===== src/design/utf8s_pkg.sv =====
// shared types and constants for the utf-8 sanitizer
`timescale 1ns / 1ps
package utf8s_pkg;

	localparam int unsigned MAX_OUT = 6;
	localparam int unsigned CNT_W = 3;

	localparam logic [7:0] BYTE_C2 = 8'hC2;
	localparam logic [7:0] CONT_LO = 8'h80;
	localparam logic [7:0] LEAD_LO = 8'hC0;
	localparam logic [7:0] LEAD_MIN = 8'hC2;
	localparam logic [7:0] LEAD_3 = 8'hE0;
	localparam logic [7:0] LEAD_4 = 8'hF0;
	localparam logic [7:0] LEAD_MAX = 8'hF4;
	localparam logic [7:0] LEAD_ED = 8'hED;
	localparam logic [7:0] CONT_90 = 8'h90;
	localparam logic [7:0] CONT_A0 = 8'hA0;

	typedef struct packed {
		logic [7:0] in_byte;
		logic       end_of_blob;
	} in_item_t;

	typedef struct packed {
		logic [7:0] out_byte;
		logic       has_byte;
		logic       run_last;
		logic       stream_end;
	} out_item_t;

	// bytes produced by one request, emitted in index order
	typedef struct packed {
		logic [MAX_OUT-1:0][7:0] bytes;
		logic [CNT_W-1:0]        count;
		logic                    end_of_blob;
	} job_t;

endpackage


===== src/design/utf8_sanitize_latin1_repair_top.sv =====
// top level of the utf-8 sanitizer with latin-1 repair
// usage:
//   in channel (in_valid/in_ready/in_data) takes one raw byte per request,
//   with end_of_blob set on the final byte of a blob.
//   out channel (out_valid/out_ready/out_data) gives well-formed utf-8 bytes,
//   one per request; run_last marks the last byte caused by an input byte,
//   stream_end the last one of the blob. a final byte that yields nothing
//   gives one empty end marker (has_byte 0).
// path: the first result of a request passes the job queue and then the output
//   register before it is valid, given an idle output.
// throughput: the front end takes one byte per cycle while the job queue has
//   room; the serializer sends one output byte per cycle unless out_ready
//   holds it. the serializer's single output byte per cycle sets the rate.
// stalls: when out_ready is low the output register holds, the queue
//   (QUEUE_DEPTH jobs) fills and in_ready then drops.
// reset: arst_n clears the pending sequence, the queue and the output valid.
`timescale 1ns / 1ps
module utf8_sanitize_latin1_repair_top
	import utf8s_pkg::*;
#(
	parameter int unsigned QUEUE_DEPTH = 2
) (
	input  logic      clk,
	input  logic      arst_n,
	input  logic      in_valid,
	output logic      in_ready,
	input  in_item_t  in_data,
	output logic      out_valid,
	input  logic      out_ready,
	output out_item_t out_data
);

	logic job_valid;
	job_t job;
	logic full;
	logic empty;
	logic pop;
	job_t head;

	utf8s_front u_front (
		.clk       (clk),
		.arst_n    (arst_n),
		.in_valid  (in_valid),
		.in_ready  (in_ready),
		.in_data   (in_data),
		.job_valid (job_valid),
		.job_ready (!full),
		.job       (job)
	);

	utf8s_queue #(
		.DEPTH (QUEUE_DEPTH)
	) u_queue (
		.clk      (clk),
		.arst_n   (arst_n),
		.push     (job_valid && !full),
		.push_job (job),
		.full     (full),
		.pop      (pop),
		.empty    (empty),
		.head     (head)
	);

	utf8s_back u_back (
		.clk       (clk),
		.arst_n    (arst_n),
		.job_valid (!empty),
		.job       (head),
		.job_pop   (pop),
		.out_valid (out_valid),
		.out_ready (out_ready),
		.out_data  (out_data)
	);

endmodule


===== src/design/utf8s_front.sv =====
// front end: holds the pending sequence and classifies requests into output jobs
`timescale 1ns / 1ps
module utf8s_front
	import utf8s_pkg::*;
(
	input  logic     clk,
	input  logic     arst_n,
	input  logic     in_valid,
	output logic     in_ready,
	input  in_item_t in_data,
	output logic     job_valid,
	input  logic     job_ready,
	output job_t     job
);

	logic [7:0]      lead_q;
	logic [1:0]      hc_q;
	logic [2:0]      len_q;
	logic [1:0][7:0] cont_q;

	logic [7:0]              b;
	logic                    ok;
	logic [MAX_OUT-1:0][7:0] res;
	logic [CNT_W-1:0]        n;
	logic [7:0]              nlead;
	logic [1:0]              nhc;
	logic [2:0]              nlen;
	logic [1:0][7:0]         cont_n;
	logic                    accept;

	always_comb begin
		b = in_data.in_byte;
		ok = (b >= CONT_LO) && (b < LEAD_LO);
		if (hc_q == 2'd0) begin
			if (lead_q == LEAD_3 && b < CONT_A0) ok = 1'b0;
			if (lead_q == LEAD_ED && b >= CONT_A0) ok = 1'b0;
			if (lead_q == LEAD_4 && b < CONT_90) ok = 1'b0;
			if (lead_q == LEAD_MAX && b >= CONT_90) ok = 1'b0;
		end

		res = '0;
		n = '0;
		nlead = lead_q;
		nhc = hc_q;
		nlen = len_q;
		cont_n = cont_q;

		if (len_q != 3'd0 && ok) begin
			if ({1'b0, hc_q} + 3'd2 >= len_q) begin
				// sequence complete: pass it through unchanged
				res[n] = lead_q;
				n = n + 3'd1;
				if (hc_q >= 2'd1) begin
					res[n] = cont_q[0];
					n = n + 3'd1;
				end
				if (hc_q >= 2'd2) begin
					res[n] = cont_q[1];
					n = n + 3'd1;
				end
				res[n] = b;
				n = n + 3'd1;
				nlead = '0;
				nhc = '0;
				nlen = '0;
			end else begin
				cont_n[hc_q[0]] = b;
				nhc = hc_q + 2'd1;
			end
		end else begin
			// no sequence or a broken one: held continuations become latin-1 pairs
			if (len_q != 3'd0) begin
				if (hc_q >= 2'd1) begin
					res[n] = BYTE_C2;
					n = n + 3'd1;
					res[n] = cont_q[0];
					n = n + 3'd1;
				end
				if (hc_q >= 2'd2) begin
					res[n] = BYTE_C2;
					n = n + 3'd1;
					res[n] = cont_q[1];
					n = n + 3'd1;
				end
			end
			nlead = '0;
			nhc = '0;
			nlen = '0;
			// scan the byte as a fresh start
			if (b < CONT_LO) begin
				res[n] = b;
				n = n + 3'd1;
			end else if (b < LEAD_LO) begin
				res[n] = BYTE_C2;
				n = n + 3'd1;
				res[n] = b;
				n = n + 3'd1;
			end else if (b >= LEAD_MIN && b <= LEAD_MAX) begin
				nlead = b;
				nlen = (b < LEAD_3) ? 3'd2 : ((b < LEAD_4) ? 3'd3 : 3'd4);
			end
		end

		// end of blob flushes whatever is still pending
		if (in_data.end_of_blob) begin
			if (nlen != 3'd0) begin
				if (nhc >= 2'd1) begin
					res[n] = BYTE_C2;
					n = n + 3'd1;
					res[n] = cont_n[0];
					n = n + 3'd1;
				end
				if (nhc >= 2'd2) begin
					res[n] = BYTE_C2;
					n = n + 3'd1;
					res[n] = cont_n[1];
					n = n + 3'd1;
				end
			end
			nlead = '0;
			nhc = '0;
			nlen = '0;
		end
	end

	assign in_ready = job_ready;
	assign accept = in_valid && in_ready;

	// a request with no bytes and no end mark leaves no job
	assign job_valid = in_valid && ((n != '0) || in_data.end_of_blob);
	assign job.bytes = res;
	assign job.count = n;
	assign job.end_of_blob = in_data.end_of_blob;

	always_ff @(posedge clk or negedge arst_n) begin
		if (!arst_n) begin
			lead_q <= '0;
			hc_q <= '0;
			len_q <= '0;
		end else if (accept) begin
			lead_q <= nlead;
			hc_q <= nhc;
			len_q <= nlen;
		end
	end

	always_ff @(posedge clk) begin
		if (accept) begin
			cont_q <= cont_n;
		end
	end

endmodule


===== src/design/utf8s_queue.sv =====
// short job queue between the front end and the serializer
`timescale 1ns / 1ps
module utf8s_queue
	import utf8s_pkg::*;
#(
	parameter int unsigned DEPTH = 2
) (
	input  logic clk,
	input  logic arst_n,
	input  logic push,
	input  job_t push_job,
	output logic full,
	input  logic pop,
	output logic empty,
	output job_t head
);

	localparam int unsigned PTR_W = (DEPTH > 1) ? $clog2(DEPTH) : 1;
	localparam int unsigned CNT_QW = $clog2(DEPTH + 1);
	localparam logic [PTR_W-1:0] LAST_PTR = PTR_W'(DEPTH - 1);
	localparam logic [CNT_QW-1:0] FULL_CNT = CNT_QW'(DEPTH);

	job_t              slot_q [DEPTH];
	logic [PTR_W-1:0]  wr_q;
	logic [PTR_W-1:0]  rd_q;
	logic [CNT_QW-1:0] cnt_q;

	assign full = (cnt_q == FULL_CNT);
	assign empty = (cnt_q == '0);
	assign head = slot_q[rd_q];

	always_ff @(posedge clk or negedge arst_n) begin
		if (!arst_n) begin
			wr_q <= '0;
			rd_q <= '0;
			cnt_q <= '0;
		end else begin
			if (push) begin
				wr_q <= (wr_q == LAST_PTR) ? '0 : wr_q + PTR_W'(1);
			end
			if (pop) begin
				rd_q <= (rd_q == LAST_PTR) ? '0 : rd_q + PTR_W'(1);
			end
			if (push && !pop) begin
				cnt_q <= cnt_q + CNT_QW'(1);
			end else if (pop && !push) begin
				cnt_q <= cnt_q - CNT_QW'(1);
			end
		end
	end

	always_ff @(posedge clk) begin
		if (push) begin
			slot_q[wr_q] <= push_job;
		end
	end

endmodule


===== src/design/utf8s_back.sv =====
// back end: walks the head job one byte per cycle into the output register unless the output is stalled
`timescale 1ns / 1ps
module utf8s_back
	import utf8s_pkg::*;
(
	input  logic      clk,
	input  logic      arst_n,
	input  logic      job_valid,
	input  job_t      job,
	output logic      job_pop,
	output logic      out_valid,
	input  logic      out_ready,
	output out_item_t out_data
);

	logic [CNT_W-1:0] idx_q;
	logic             out_valid_q;
	out_item_t        out_q;

	logic      load;
	logic      last;
	out_item_t nxt;

	assign load = job_valid && (!out_valid_q || out_ready);
	// a job with no bytes is the empty end marker
	assign last = (job.count == '0) || (idx_q == job.count - CNT_W'(1));
	assign job_pop = load && last;

	always_comb begin
		nxt.out_byte = (job.count == '0) ? 8'h00 : job.bytes[idx_q];
		nxt.has_byte = (job.count != '0);
		nxt.run_last = last;
		nxt.stream_end = last && job.end_of_blob;
	end

	always_ff @(posedge clk or negedge arst_n) begin
		if (!arst_n) begin
			idx_q <= '0;
			out_valid_q <= 1'b0;
		end else begin
			if (load) begin
				idx_q <= last ? '0 : idx_q + CNT_W'(1);
				out_valid_q <= 1'b1;
			end else if (out_ready) begin
				out_valid_q <= 1'b0;
			end
		end
	end

	always_ff @(posedge clk) begin
		if (load) begin
			out_q <= nxt;
		end
	end

	assign out_valid = out_valid_q;
	assign out_data = out_q;

endmodule


===== config.mk =====
export PLATFORM = sky130hd
export DESIGN_NAME = utf8_sanitize_latin1_repair_top
export DESIGN_NICKNAME = d
export VERILOG_FILES = /design/src/design/utf8s_pkg.sv /design/src/design/utf8_sanitize_latin1_repair_top.sv /design/src/design/utf8s_front.sv /design/src/design/utf8s_queue.sv /design/src/design/utf8s_back.sv
export SDC_FILE = /design/constraint.sdc
export NUM_CORES = 1
export LEC_CHECK = 0
export ABC_AREA = 1
export BUFFER_PORTS_ARGS = -buffer_cell sky130_fd_sc_hd__buf_2
export CAP_MARGIN = 20
export CORE_ASPECT_RATIO = 0.75
export CORE_MARGIN = 2
export CORE_UTILIZATION = 62
export DETAILED_ROUTE_END_ITERATION = 8
export GPL_ROUTABILITY_DRIVEN = 0
export HOLD_SLACK_MARGIN = 0.02
export PLACE_DENSITY = 0.79
export REMOVE_ABC_BUFFERS = 1
export SKIP_CTS_REPAIR_TIMING = 1
export SYNTH_ARGS = -nofsm -noshare
export SYNTH_HDL_FRONTEND = slang
export SYNTH_SLANG_ARGS = --single-unit
export TNS_END_PERCENT = 100

===== constraint.sdc =====
create_clock -name clk -period 5.27 [get_ports clk]
set_input_delay 1.054 -clock clk [delete_from_list [all_inputs] [get_ports clk]]
set_output_delay 1.054 -clock clk [all_outputs]
set_load 0.02 [all_outputs]

==> metrics.yaml <==
clock_tree:
  cts_buffer_depth: 2
  cts_max_level: 4
  clock_latency_ps: 430
  cts_buffers: 17
  cts-root-buf: "clkbuf_16"
  cts_tree: "built"
  cts_sinks: 152
  clkSlewWorstSetupHoldPaths_ps: 60
grt:
  grt_max_degree: 53
  overflow: 0
  grt_usage_pct: 33.4
  antenna_found_initial: 0
  grt_pass1_wl_um: 38000
  grt_pass1_vias: 6995
synth:
  synth.cell_area_sq_mm: 0.00873
  synth_top_cell_area_share_pct: 45.1
  synth_cell_types: 45
  yosys.cell_count.top_type: "nand2_1"
  synth-edff-count: 131
  synth_seq_area_share_pct: 51.1
  yosysWarnings: 0
  yosys_register_bits: 152
  syn_inst: 990
  synthTopCellsByArea: "edfxtp_1 45%, nand2_1 8.1%, o21ai_0 6.4%"
  synth-async-reset-ratio_pct: 13.8
  ys.flop_type: "edfxtp_1"
  synth_top_area_cell: "edfxtp_1"
  avgSynthCellArea_sq_um: 8.82
  synthTopCellsByCount: "188 x nand2_1, 131 x edfxtp_1, 113 x nor2_1, 112 x o21ai_0, 103 x inv_1"
floorplanning:
  fp.coreArea_sq_mm: 0.0137
  initial_core_util_pct: 63.5
  die_x_um: 141
  fp.dieH_um: 107
  pin_count: 26
  placementRows: 37
  die_area_sq_mm: 0.0151
worst_setup_path:
  cp_slowest_cell: "nor2_1"
  end_kind: "flip-flop"
  cp-endpoint: "u_queue.slot_q[0][32]$_DFFE_PP_"
  rrSetupSlack_ps: 920
  cp-start-kind: "input port"
  crit_chain: "buf_2 -> inv_2 -> nor2_4 -> inv_2 -> nor2_4 -> nand2_4 -> nor2_2 -> nor2_4 -> inv_2 -> ha_1 -> nor2_2 -> o21ai_1 -> inv_1 -> ha_1 -> inv_1 -> nor2_1 -> nand2_2 -> nand2_1 -> nand2_2 -> nand2_1 -> a21oi_2"
  cp_slowest_stage_delay_ps: 410
  crit_start: "in_data[8]"
  r2r-start: "u_front.hc_q[0]$_DFFE_PN0P_"
  critPathMaxFanout: 24
  r2r_cells: 21
  required_ps: 5450
  reg2reg_to: "u_queue.slot_q[0][32]$_DFFE_PP_"
  arrival_ps: 4630
  crit_type: "input port to flip-flop"
routing:
  drtPass1Iterations: 7
  viasPerCell: 6.33
  drt-initial-drc-count: 1210
  route.antenna.remaining_nets: 0
  routed_wl_um: 23900
  wire_per_inst_um: 20.1
  drc: 0
  vias: 7538
timing:
  finalSetupViolCount: 0
  rsz0062_at_grt: "false"
  hold_viol_final: 0
  finalCritPeriodShare_pct: 84.5
  fmax_ghz: 0.224
  fin_skew_ps: 10.0
  finalSetupTns_ps: 0
  worst_pin_slew_ps: 852
  period_minus_slack_ps: 4450
  max_slew_margin_pct: 43.2
  maxSlewViolCount: 0
finish:
  final_design_area_no_fill_sq_mm: 0.00950
  drive_gt1_share_pct: 11.8
  area_growth_pct: 8.84
  diodes: 0
  fillers: 1096
  multiInputGateArea_sq_mm: 0.00363
  nNetsFinal: 1034
  regArea_sq_mm: 0.00446
place:
  dp_hpwl_um: 17100
  port_buffers: 25
  place_area_sq_mm: 0.00897
power_and_ir_drop:
  power.leakage_nw: 3.84
  power_density_mw_per_mm2: 449
  power_mw: 4.27
  peakVddDrop_v: 0.000279
min_path:
  hold_path.class: "flip-flop to flip-flop"
outcome:
  status: "finished, final reports clean"
flow_run:
  maxCapViolCount: 0
==> layout make-up <==
cell class | instances | share of cell area (%)
multi-input combinational | 679 | 38.3
timing repair buffer | 35 | 2.24
clock inverter | 12 | 0.975
clock buffer | 20 | 4.60
tap | 175 | 2.30
sequential | 152 | 46.9
inverter | 118 | 4.69
==> stage by stage <==
step                      std cells  hold WS [ps]  setup WS (ps)  util (%)
after global placement         1159           463            592      65.2
after detailed placement       1159           482            492      65.2
after global routing           1191           532            520      69.1
after CTS                      1191           492            946      69.1
after floorplan                 949           446            150         -
final                          1191           493            815      69.1
==> how the worst min path moves through the flow <==
stage	cells past startpoint	endpoint	from
final	1	u_queue.cnt_q[0]$_DFFE_PN0P_	u_queue.cnt_q[0]$_DFFE_PN0P_
after floorplan	1	u_queue.cnt_q[0]$_DFFE_PN0P_	u_queue.cnt_q[0]$_DFFE_PN0P_
after detailed placement	1	u_queue.cnt_q[0]$_DFFE_PN0P_	u_queue.cnt_q[0]$_DFFE_PN0P_
after CTS	1	u_queue.cnt_q[0]$_DFFE_PN0P_	u_queue.cnt_q[0]$_DFFE_PN0P_
after global routing	1	u_queue.cnt_q[0]$_DFFE_PN0P_	u_queue.cnt_q[0]$_DFFE_PN0P_
after global placement	1	u_queue.cnt_q[0]$_DFFE_PN0P_	u_queue.cnt_q[0]$_DFFE_PN0P_
==> where the power goes <==
part	switching [mW]	leakage, nW	internal (mW)
combinational	0.974	2.06	0.400
sequential	0.125	1.52	1.67
clock	0.490	0.255	0.608
total	1.59	3.84	2.68
==> placed cells by master, fill, tap and decap left out, types with 7 or more instances in the layout <==
cell and instances:
nand2_4 7, inv_2 7, o221ai_1 25, buf_4 9, or2_0 8, nand2_1 188, edfxtp_1 131, inv_1 103
nor2_1 111, ha_1 18, clkinv_1 8, nand3_1 44, o22ai_1 41, a21oi_1 42, dfrtp_1 21, clkbuf_16 17
a21oi_2 13, o21ai_0 112, buf_2 25
==> flip-flops by register name, indices dropped and copies added, names as in the netlist <==
signal            count
u_queue.rd_q          1
u_front.cont_q       16
u_back.out_valid      1
u_front.len_q         3
u_front.lead_q        8
u_back.out_data      11
u_front.hc_q          2
u_back.idx_q          3
u_queue.cnt_q         2
u_queue.slot_q      104
u_queue.wr_q          1
==> routing by layer <==
metal  part of all wire, %  global-route usage, %
met1                    41                   47.2
met2                    41                   48.1
met3                    14                   10.3
met4                   3.9                   14.0
met5                     0                   1.40
==> cell families after synthesis <==
group / after synthesis / synth area share (%)
simple gates: 392 / 19.9
compound gates: 259 / 17.8
buf+inv: 159 / 7.55
flops: 152 / 51.1
fa+ha+maj: 18 / 2.58
xor+xnor: 7 / 0.702
mux: 3 / 0.344
==> worst max-delay path: cells and delay by family <==
family | cells | cell delay, ps
AO/OA/AOI/OAI | 2 | 250
adder cells (fa/ha/maj) | 2 | 540
AND/OR/NAND/NOR | 11 | 1910
buffers and inverters | 6 | 840
Power figures use the tool's default switching activity.
